**config.mk**
```make
export PLATFORM = sky130hd
export DESIGN_NAME = contact_slot_allocator
export DESIGN_NICKNAME = d
export VERILOG_FILES = /design/src/csa_pkg.sv /design/src/csa_lookup.sv /design/src/contact_slot_allocator.sv
export VERILOG_INCLUDE_DIRS = /design/src /design/src/src
export SDC_FILE = /design/constraint.sdc
export NUM_CORES = 1
export LEC_CHECK = 0
export BUFFER_PORTS_ARGS = -buffer_cell sky130_fd_sc_hd__buf_2
export CORE_ASPECT_RATIO = 2
export CORE_MARGIN = 4
export CORE_UTILIZATION = 35
export CTS_BUF_LIST = sky130_fd_sc_hd__clkbuf_2 sky130_fd_sc_hd__clkbuf_4 sky130_fd_sc_hd__clkbuf_8
export DETAILED_ROUTE_END_ITERATION = 12
export HOLD_SLACK_MARGIN = 0.06
export SLEW_MARGIN = 20
export SYNTH_ARGS = -nofsm -noshare
export SYNTH_HDL_FRONTEND = slang
export SYNTH_SLANG_ARGS = --single-unit
```
**constraint.sdc**
```tcl
create_clock -name clk_i -period 2.8 [get_ports clk_i]
set_clock_uncertainty 0.05 [all_clocks]
set_input_delay 0 -clock clk_i [delete_from_list [all_inputs] [get_ports clk_i]]
set_output_delay 0 -clock clk_i [all_outputs]
set_load 0.05 [all_outputs]
```
**src/assert_macros.svh**
```systemverilog
// Assertion macros for the RTL files of the contact slot allocator.
`ifndef ASSERT_MACROS_SVH
`define ASSERT_MACROS_SVH

// General property check, clocked on the rising edge and off while in reset.
`define CSA_ASSERT(name, clk, rst_n, prop, msg) \
  name: assert property (@(posedge clk) disable iff (!rst_n) prop) else $error(msg);

// At most one bit of a vector is set, checked at every rising clock edge and off while in reset.
`define CSA_ASSERT_ONEHOT0(name, clk, rst_n, sig, msg) \
  name: assert property (@(posedge clk) disable iff (!rst_n) $onehot0(sig)) else $error(msg);

`endif

```
**src/csa_pkg.sv**
```systemverilog
package csa_pkg;

  // Field widths of the stream payloads.
  localparam int unsigned CmdW  = 2;
  localparam int unsigned IdW   = 16;
  localparam int unsigned SlotW = 4;

  // Packed widths on the stream ports, rounded up to whole bytes.
  localparam int unsigned STDataW = 16;
  localparam int unsigned STUserW = 8;
  localparam int unsigned MTDataW = 8;
  localparam int unsigned MTUserW = 8;

  // Event kinds; code 3 is unused and handled by default arms.
  typedef enum logic [CmdW-1:0] {
    CMD_ON   = 2'd0,
    CMD_MOVE = 2'd1,
    CMD_OFF  = 2'd2
  } csa_cmd_e;

  // Search status passed from the lookup logic to the table control.
  typedef struct packed {
    logic free_found;
    logic match_found;
  } csa_find_t;

endpackage

```
**src/csa_lookup.sv**
```systemverilog
module csa_lookup #(
  parameter int unsigned SLOT_COUNT = 10,
  localparam int unsigned IdxW = (SLOT_COUNT > 1) ? $clog2(SLOT_COUNT) : 1
) (
  input  logic [SLOT_COUNT-1:0]    slot_valid_i,
  input  logic [csa_pkg::IdW-1:0]  slot_contact_i [SLOT_COUNT],
  input  logic [csa_pkg::IdW-1:0]  contact_id_i,
  output logic [SLOT_COUNT-1:0]    free_oh_o,
  output logic [SLOT_COUNT-1:0]    match_oh_o,
  output logic [IdxW-1:0]          free_idx_o,
  output logic [IdxW-1:0]          match_idx_o,
  output csa_pkg::csa_find_t       find_o
);
  import csa_pkg::*;

  logic [SLOT_COUNT-1:0] free_vec;
  logic [SLOT_COUNT-1:0] match_vec;

  // One comparator per slot; only occupied slots may match.
  always_comb begin
    for (int k = 0; k < SLOT_COUNT; k++) begin
      free_vec[k]  = !slot_valid_i[k];
      match_vec[k] = slot_valid_i[k] && (slot_contact_i[k] == contact_id_i);
    end
  end

  // Keep only the lowest set bit of each candidate vector.
  assign free_oh_o  = free_vec & (~free_vec + SLOT_COUNT'(1));
  assign match_oh_o = match_vec & (~match_vec + SLOT_COUNT'(1));

  // Priority encoders: the lowest candidate is written last and wins.
  always_comb begin
    free_idx_o  = '0;
    match_idx_o = '0;
    for (int k = SLOT_COUNT - 1; k >= 0; k--) begin
      if (free_vec[k]) begin
        free_idx_o = IdxW'(k);
      end
      if (match_vec[k]) begin
        match_idx_o = IdxW'(k);
      end
    end
  end

  assign find_o.free_found  = |free_vec;
  assign find_o.match_found = |match_vec;

endmodule

```
**src/contact_slot_allocator.sv**
```systemverilog
// Contact slot allocator: a table of SLOT_COUNT contact slots with on, move and off events.
// A request is accepted into the input register and its result is loaded into the result
// register, with the table lookup and update between them. One request per cycle is taken
// while the result register is free or draining; the table is read and written in the same cycle.
// Reset: asynchronous, active low; every slot is marked free at once, no clearing pass.
`include "assert_macros.svh"

module contact_slot_allocator #(
  parameter int unsigned SLOT_COUNT = 10
) (
  input  logic                         clk_i,
  input  logic                         rst_ni,
  // Request stream.
  input  logic                         s_axis_tvalid_i,
  output logic                         s_axis_tready_o,
  input  logic [csa_pkg::STDataW-1:0]  s_axis_tdata_i,  // [15:0] contact_id
  input  logic [csa_pkg::STUserW-1:0]  s_axis_tuser_i,  // [1:0] command, [7:2] zero
  // Result stream.
  output logic                         m_axis_tvalid_o,
  input  logic                         m_axis_tready_i,
  output logic [csa_pkg::MTDataW-1:0]  m_axis_tdata_o,  // [3:0] slot, [7:4] zero
  output logic [csa_pkg::MTUserW-1:0]  m_axis_tuser_o   // [0] hit, [2:1] event_kind, [7:3] zero
);
  import csa_pkg::*;

  localparam int unsigned IdxW = (SLOT_COUNT > 1) ? $clog2(SLOT_COUNT) : 1;

  // Input register.
  logic              in_valid_q, in_valid_d;
  logic [CmdW-1:0]   in_cmd_q, in_cmd_d;
  logic [IdW-1:0]    in_id_q, in_id_d;

  // Result register.
  logic              out_valid_q, out_valid_d;
  logic [SlotW-1:0]  out_slot_q, out_slot_d;
  logic              out_hit_q, out_hit_d;
  logic [CmdW-1:0]   out_kind_q, out_kind_d;

  // Slot table.
  logic [SLOT_COUNT-1:0] slot_valid_q, slot_valid_d;
  logic [IdW-1:0]        slot_contact_q [SLOT_COUNT];

  logic                  out_free;
  logic                  advance;
  logic                  process;
  logic [SLOT_COUNT-1:0] free_oh;
  logic [SLOT_COUNT-1:0] match_oh;
  logic [IdxW-1:0]       free_idx;
  logic [IdxW-1:0]       match_idx;
  csa_find_t             find;
  logic [SLOT_COUNT-1:0] set_vec;
  logic [SLOT_COUNT-1:0] clr_vec;
  logic                  hit;
  logic [IdxW-1:0]       hit_idx;
  logic [31:0]           hit_idx_ext;

  // The result register can load when it is empty or being drained.
  assign out_free = !out_valid_q || m_axis_tready_i;
  assign advance  = out_free;
  assign process  = advance && in_valid_q;

  assign s_axis_tready_o = !in_valid_q || advance;

  csa_lookup #(
    .SLOT_COUNT (SLOT_COUNT)
  ) u_lookup (
    .slot_valid_i   (slot_valid_q),
    .slot_contact_i (slot_contact_q),
    .contact_id_i   (in_id_q),
    .free_oh_o      (free_oh),
    .match_oh_o     (match_oh),
    .free_idx_o     (free_idx),
    .match_idx_o    (match_idx),
    .find_o         (find)
  );

  // Decode the event into table set and clear masks and a result.
  always_comb begin
    set_vec = '0;
    clr_vec = '0;
    hit     = 1'b0;
    hit_idx = '0;
    case (in_cmd_q)
      CMD_ON: begin
        hit     = find.free_found;
        hit_idx = free_idx;
        set_vec = free_oh;
      end
      CMD_MOVE: begin
        hit     = find.match_found;
        hit_idx = match_idx;
      end
      CMD_OFF: begin
        hit     = find.match_found;
        hit_idx = match_idx;
        clr_vec = match_oh;
      end
      default: begin
        hit     = 1'b0;
        hit_idx = '0;
      end
    endcase
  end

  assign hit_idx_ext = 32'(hit_idx);

  // Next values of the input register.
  always_comb begin
    in_valid_d = in_valid_q;
    in_cmd_d   = in_cmd_q;
    in_id_d    = in_id_q;
    if (s_axis_tready_o) begin
      in_valid_d = s_axis_tvalid_i;
      in_cmd_d   = s_axis_tuser_i[CmdW-1:0];
      in_id_d    = s_axis_tdata_i[IdW-1:0];
    end
  end

  // Next values of the result register.
  always_comb begin
    out_valid_d = out_valid_q;
    out_slot_d  = out_slot_q;
    out_hit_d   = out_hit_q;
    out_kind_d  = out_kind_q;
    if (advance) begin
      out_valid_d = in_valid_q;
      out_slot_d  = hit ? hit_idx_ext[SlotW-1:0] : '0;
      out_hit_d   = hit;
      out_kind_d  = in_cmd_q;
    end
  end

  // Occupancy update for the event being processed.
  always_comb begin
    slot_valid_d = slot_valid_q;
    if (process) begin
      slot_valid_d = (slot_valid_q | set_vec) & ~clr_vec;
    end
  end

  // Control registers.
  always_ff @(posedge clk_i or negedge rst_ni) begin
    if (!rst_ni) begin
      in_valid_q   <= 1'b0;
      out_valid_q  <= 1'b0;
      slot_valid_q <= '0;
    end else begin
      in_valid_q   <= in_valid_d;
      out_valid_q  <= out_valid_d;
      slot_valid_q <= slot_valid_d;
    end
  end

  // Payload registers.
  always_ff @(posedge clk_i) begin
    in_cmd_q   <= in_cmd_d;
    in_id_q    <= in_id_d;
    out_slot_q <= out_slot_d;
    out_hit_q  <= out_hit_d;
    out_kind_q <= out_kind_d;
  end

  // Contact ids are stored into the slot that an on event takes.
  always_ff @(posedge clk_i) begin
    for (int k = 0; k < SLOT_COUNT; k++) begin
      if (process && set_vec[k]) begin
        slot_contact_q[k] <= in_id_q;
      end
    end
  end

  // Output packing.
  assign m_axis_tvalid_o = out_valid_q;
  assign m_axis_tdata_o  = MTDataW'(out_slot_q);
  assign m_axis_tuser_o  = MTUserW'({out_kind_q, out_hit_q});

  // The lookup picks at most one slot of each kind.
  `CSA_ASSERT_ONEHOT0(a_free_onehot, clk_i, rst_ni, free_oh, "free slot select is not one-hot")
  `CSA_ASSERT_ONEHOT0(a_match_onehot, clk_i, rst_ni, match_oh, "match select is not one-hot")
  // An allocation adds exactly one occupied slot.
  `CSA_ASSERT(a_on_adds_one, clk_i, rst_ni,
    (process && in_cmd_q == CMD_ON && find.free_found) |=>
    ($countones(slot_valid_q) == $past($countones(slot_valid_q)) + 1),
    "on event did not occupy one slot")
  // A removal frees exactly one slot.
  `CSA_ASSERT(a_off_frees_one, clk_i, rst_ni,
    (process && in_cmd_q == CMD_OFF && find.match_found) |=>
    ($countones(slot_valid_q) + 1 == $past($countones(slot_valid_q))),
    "off event did not free one slot")
  // A move never changes occupancy.
  `CSA_ASSERT(a_move_keeps, clk_i, rst_ni,
    (process && in_cmd_q == CMD_MOVE) |=> $stable(slot_valid_q),
    "move event changed the slot table")

endmodule

```
==> results of run 1 <==
cell families (layout without fill, tap and decap cells):
kind of cell	Yosys count	after routing	share of synthesized area, %
other	1	10	0.0418
adders and majority gates	3	3	0.418
buffers and inverters	39	182	2.93
DFF	197	197	65.2
AOI/OAI and AO/OA	31	31	2.12
xor gates and xnor gates	160	160	15.8
and+or+nand+nor	210	210	13.5
worst max path at each step:
stage                 from       endpoint  slack, ns  cells after the start
6_report       in_id_q[11]  out_slot_q[2]      0.006                      7
5_1_grt        in_id_q[11]  out_slot_q[2]      -0.13                      7
4_1_cts         in_id_q[2]  out_slot_q[3]      0.004                      9
3_5_place_dp   in_id_q[10]  out_slot_q[0]      -0.08                      9
3_3_place_gp   in_id_q[10]  out_slot_q[0]      -0.04                      9
2_1_floorplan  in_id_q[11]  out_slot_q[2]       0.05                      8
worst max-delay path: stages (launching register included):
cell and delay [ns]:
edfxtp_1 0.53, xnor2_2 0.23, nand4_1 0.14, or4b_4 0.55, or4_4 0.54, nand4b_2 0.11
or3b_1 0.36, a21oi_1 0.15
cell usage after synthesis (all sizes together) (4+ instances only):
cell and instances:
a21oi 13, and3 4, buf 27, dfrtp 12, edfxtp 185, inv 9, nand2 44, nand2b 10
nand3 17, nand4 40, nand4b 4, nor2 28, nor3 9, nor4 21, nor4b 9, o21ai 5
or4 6, or4b 6, xnor2 106, xor2 54
sequential cells by signal, summed over array words and instances, names as in the netlist:
| register | flops |
|---|---|
| in_cmd_q | 2 |
| in_id_q | 16 |
| in_valid_q | 1 |
| m_axis_tvalid_o | 1 |
| out_hit_q | 1 |
| out_kind_q | 2 |
| out_slot_q | 4 |
| slot_contact_q | 160 |
| slot_valid_q | 10 |
what timing repair did:
item                       4_1_cts  5_1_grt
pin swaps                        1       10
hold endpoints to repair        39        0
gates cloned                     0        0
setup buffers                    2        4
resized for setup               10       25
setup endpoints to repair        3       16
hold buffers                    22        0
per-stage QoR:
step | worst slack (ns) | total power (uW) | utilization, % | area [sq um] | hold WS (ns)
floorplan | 0.0548 | 4020 | - | 9020 | -0.346
global placement | -0.0407 | 4360 | 39.9 | 10000 | -0.137
detailed placement | -0.0768 | 4370 | 39.9 | 10000 | -0.137
CTS | 0.00421 | 6350 | 42.8 | 10800 | 0.150
global route | -0.130 | 6590 | 43.5 | 10900 | 0.150
finish | 0.00587 | 6340 | 43.5 | 10900 | 0.178
routing by layer:
metal  global-route usage [%]  vias to the layer above
met1                     17.6                     2734
met4                     10.2                        0
li1                         -                     2621
met2                     29.9                      124
met5                        0                        -
met3                     2.60                       51
report_power, final:
part	internal (uW)	switching (uW)
clock	990	981
combinational	375	592
sequential	3340	59.3
total	4710	1630
layout by cell type (no fill, tap or decap), types with 4 or more instances in the layout:
master / count
edfxtp_1: 185
xnor2_1: 92
buf_4: 84
xor2_1: 54
nand2_1: 44
nand4_1: 40
buf_2: 30
nor2_1: 27
dlygate4sd3_1: 22
nor4_1: 17
nand3_1: 17
clkbuf_8: 17
a21oi_1: 13
xnor2_2: 12
dfrtp_1: 12
nand2b_1: 10
inv_1: 9
conb_1: 9
nor4b_1: 6
nor3_1: 5
or4_4: 5
nor4_2: 4
or4b_4: 4
o21ai_0: 4
nor3_2: 4
and3_1: 4
bufinv_16: 4
final cells by class:
class,count,area share (%)
flip-flops and latches,197,53.6
multi-input cells,413,28.4
well taps,336,3.85
clock inverters,13,1.65
inverters,9,0.309
clock buffers,19,2.28
diodes,1,0.0229
repair buffers,141,9.92
==> results.tsv, run 1 <==
metric	value	unit
status	completed	
cts_tree	built	
hold_class	primary input to flip-flop	
critPathLaunchType	flip-flop	
dp_cells	1068	
worstPathRequired	3.09	ns
wl_per_cell	20.0	um
grt_max_degree	21	
yosys-top-cells-area	edfxtp_1 62%, xnor2_1 10%, xor2_1 5.3%	
syn_avg_cell_area	14.0	sq um
hp-start	s_axis_tdata_i[0]	
arrival	3.08	ns
slew_headroom	57.9	%
crit_fanout	5	
grt.total_usage	16.5	%
rsz0062_at_grt	true	
seq_area	5860	sq um
reg2reg_from	in_id_q[11]	
p_leak	0.00376	uW
firstDrtPassIters	8	
dr_wl_met3	591	um
area_growth	21.7	%
gp_congestion	0.923	
cts_max_level	4	
clock_path_buffers	2	
final_antenna_net_count	0	
synth_largest_area_cell	edfxtp_1	
finalWirelength	22.6	mm
syn_area	8980	sq um
irDropWorstVdd	266	uV
yosysWarnings	0	
nNetsFinal	810	
powerDensity	580	nW/um^2
min_path_cells	2	
cts_buffers	17	
port_buffers	30	
drive_above_1_share	23.9	%
root_buffer	clkbuf_8	
crit_type	flip-flop to flip-flop	
synth_edf_count	185	
viasPerCell	4.90	
cap_violations	0	
core	25100	sq um
timing.rr.end	out_slot_q[2]	
timing.final.max_slew_violations	0	
synthCells	641	
min_to	in_id_q[0]	
async_flop_share	6.09	%
finalCritPeriodShare	99.8	%
finalHoldViolations	0	
yosysTopAreaCellShare	61.9	%
multi_input_area	3100	sq um
rows	82	
rrSetupSlack	0.006	ns
ys_types	51	
vias	5530	
clk_latency	0.48	ns
die_h	234	um
setup_tns	0	ns
cts_sinks	197	
antenna_found_initial	1	
min_period	2.79	ns
dieArea	28400	sq um
dr.max_layer_used	met4	
fmax	358	MHz
drc	0	
grt_pass1_vias	5737	
die_x	121	um
stdcell_count	1129	
met1Wirelength	8.44	mm
dp_hpwl	16.9	mm
start_util	35.7	%
synthFlopType	edfxtp_1	
grt_pass1_wl	34.1	mm
io_pins	46	
tightest_slew	0.630	ns
gr-total-overflow	0	
fillCellCount	2253	
ys_ff_latch	197	
clk_pin_slew	0.10	ns
end_kind	flip-flop	
setup_violations	0	
met2_wirelength	12.1	mm
drt-initial-drc-count	326	
r2r_cells	7	
seq_area_frac_synth	65.2	%
Note: power is estimated with default switching activity, not from simulation.
==> run 2: changes to the inputs <==
SETUP_SLACK_MARGIN = 0.2   (was default)
clock period = 3.1 ns   (was 2.8 ns; I/O delays follow)
==> run 2 against run 1 <==
Against the previous run: via count is 2.9% lower; global-route usage shrank 1.5 points; die area unchanged; design area shrank 1.8%; clock-buffer cell count increased by 1; core utilization fell by 0.77 points; non-clock buffer count is 21 lower; critical path type unchanged.
==> results.tsv, run 2 (synthesis gave the netlist of run 1 again) <==
metric	value	unit	change
crit_type	flip-flop to flip-flop		unchanged
cap_violations	0		unchanged
grt_pass1_vias	5406		was 5737
p_switching	1470	uW	was 1630 uW
end_kind	flip-flop		unchanged
final_antenna_net_count	0		unchanged
arrival	3.14	ns	was 3.08 ns
wl_per_cell	19.0	um	was 20.0 um
slew_headroom	54.6	%	was 57.9%
gp_congestion	0.872		was 0.923
finalCritPeriodShare	91.6	%	was 99.8%
powerDensity	520	nW/um^2	was 580 nW/um^2
dp_hpwl	14.8	mm	was 16.9 mm
finalWirelength	21.1	mm	was 22.6 mm
tightest_slew	0.679	ns	was 0.630 ns
multi_input_area	3030	sq um	was 3100 sq um
largest-register	slot_contact_q		unchanged
path_cells	xnor2_2 -> nand4_1 -> or4b_4 -> or4_4 -> nand4b_4 -> or3b_4 -> a21oi_2		was xnor2_2 -> nand4_1 -> or4b_4 -> or4_4 -> nand4b_2 -> or3b_1 -> a21oi_1
status	completed		unchanged
gr-total-overflow	0		unchanged
seq_area	5860	sq um	unchanged
cts_max_level	4		unchanged
stdcell_count	1108		was 1129
die_x	121	um	unchanged
p_seq_share	55.3	%	was 53.6%
grt_pass1_wl	31.0	mm	was 34.1 mm
critPathLaunchType	flip-flop		unchanged
clock_power_share	30.2	%	was 31.1%
min_period	2.84	ns	was 2.79 ns
viasPerCell	4.85		was 4.90
area_growth	19.5	%	was 21.7%
crit_fanout	4		was 5
fmax	352	MHz	was 358 MHz
drc	0		unchanged
grt.total_usage	14.9	%	was 16.5%
drt-initial-drc-count	351		was 326
drive_above_1_share	20.6	%	was 23.9%
cts_buffers	17		unchanged
p_comb_share	14.4	%	was 15.3%
nNetsFinal	789		was 810
slowest_stage	or4_4		was or4b_4
firstDrtPassIters	4		was 8
slowest_delay	0.57	ns	was 0.55 ns
root_buffer	clkbuf_8		unchanged
grt_max_degree	21		unchanged
rsz0062_at_grt	true		unchanged
dp_cells	1031		was 1068
worstPathRequired	3.40	ns	was 3.09 ns
die_h	234	um	unchanged
hold_class	primary input to flip-flop		unchanged
setup_tns	0	ns	unchanged
port_buffers	30		unchanged
largestRegisters	slot_contact_q x160, in_id_q x16, slot_valid_q x10		unchanged
clk_pin_slew	0.10	ns	about the same
antenna_found_initial	1		unchanged
timing.final.max_slew_violations	0		unchanged
io_pins	46		unchanged
cts_sinks	197		unchanged
final_common_cell	edfxtp_1		unchanged
final_cell_mix	185 x edfxtp_1, 96 x xnor2_1, 60 x buf_4, 53 x xor2_1, 44 x nand2_1		was 185 x edfxtp_1, 92 x xnor2_1, 84 x buf_4, 54 x xor2_1, 44 x nand2_1
vias	5372		was 5530
clock_path_buffers	2		unchanged
fillCellCount	2258		was 2253
finalHoldViolations	0		unchanged
setup_violations	0		unchanged
core	25100	sq um	unchanged
p_leak	0.00366	uW	was 0.00376 uW
clk_latency	0.48	ns	about the same
dieArea	28400	sq um	unchanged
p_sw_share	26.4	%	was 25.8%
largest_reg_flops	160		unchanged
cts_tree	built		unchanged
start_util	35.7	%	unchanged
irDropWorstVdd	257	uV	was 266 uV
intPower	4110	uW	was 4710 uW
rows	82		unchanged
## run 2: worst paths after layout
path	start	to	slack (ns)	depth (start not counted)
worst max-delay path	in_id_q[15]	out_slot_q[2]	0.26	7
worst min-delay path	s_axis_tdata_i[10]	in_id_q[10]	0.16	2
worst max register to register	in_id_q[15]	out_slot_q[2]	0.26	7
worst min register to register	in_cmd_q[0]	out_kind_q[0]	0.47	0
max in group asynchronous	rst_ni	slot_valid_q[5]	2.00	3
min in group asynchronous	rst_ni	slot_valid_q[9]	0.56	3
## run 2: worst max-delay path, delay by kind of cell, from the launching register on
kind / cells / cell delay, ns
XOR/XNOR: 1 / 0.28
AO/OA/AOI/OAI: 1 / 0.12
AND/OR/NAND/NOR: 5 / 1.71
flip-flops: 1 / 0.54
## run 2: stage by stage
| step | power (uW) | area [sq um] | hold WS (ns) | util (%) | setup WS (ns) |
|---|---|---|---|---|---|
| floorplan | 3630 | 9010 | -0.346 | - | 0.236 |
| global placement | 3870 | 9750 | -0.133 | 38.8 | 0.228 |
| detailed placement | 3880 | 9750 | -0.130 | 38.8 | 0.190 |
| CTS | 5580 | 10400 | 0.137 | 41.4 | 0.208 |
| global route | 5820 | 10700 | 0.126 | 42.7 | 0.186 |
| finish | 5580 | 10700 | 0.165 | 42.7 | 0.260 |
## run 2: power by group through the flow
| stage | logic, uW | registers [uW] | clock network [uW] |
|---|---|---|---|
| finish | 806 | 3090 | 1690 |
| global route | 873 | 3100 | 1850 |
| CTS | 754 | 3090 | 1730 |
| detailed placement | 721 | 3160 | 0 |
| global placement | 713 | 3160 | 0 |
| floorplan | 464 | 3170 | 0 |
## run 2: timing repair
action / CTS / global route
endpoints found under the setup margin: 2 / 4
hold buffers: 23 / 0
gates resized for setup: 0 / 22
pin swaps: 0 / 4
cloned: 0 / 2
setup buffers: 3 / 16
hold endpoints to repair: 32 / 0
## run 2: area by class of cell
cell class | count | area share, %
clock inverter | 12 | 1.39
inverter | 9 | 0.315
timing repair buffer | 120 | 9.06
antenna | 1 | 0.0233
tap | 336 | 3.92
clock buffer | 20 | 2.45
sequential | 197 | 54.6
multi-input combinational | 413 | 28.3
## run 2: routing by layer
metal  track usage, %  vias up  share of wire, %
li1                 -     2579                 -
met3             2.93       36               3.2
met1             15.5     2632                37
met2             27.8      125                56
met5                0        -                 0
met4             8.20        0               4.4
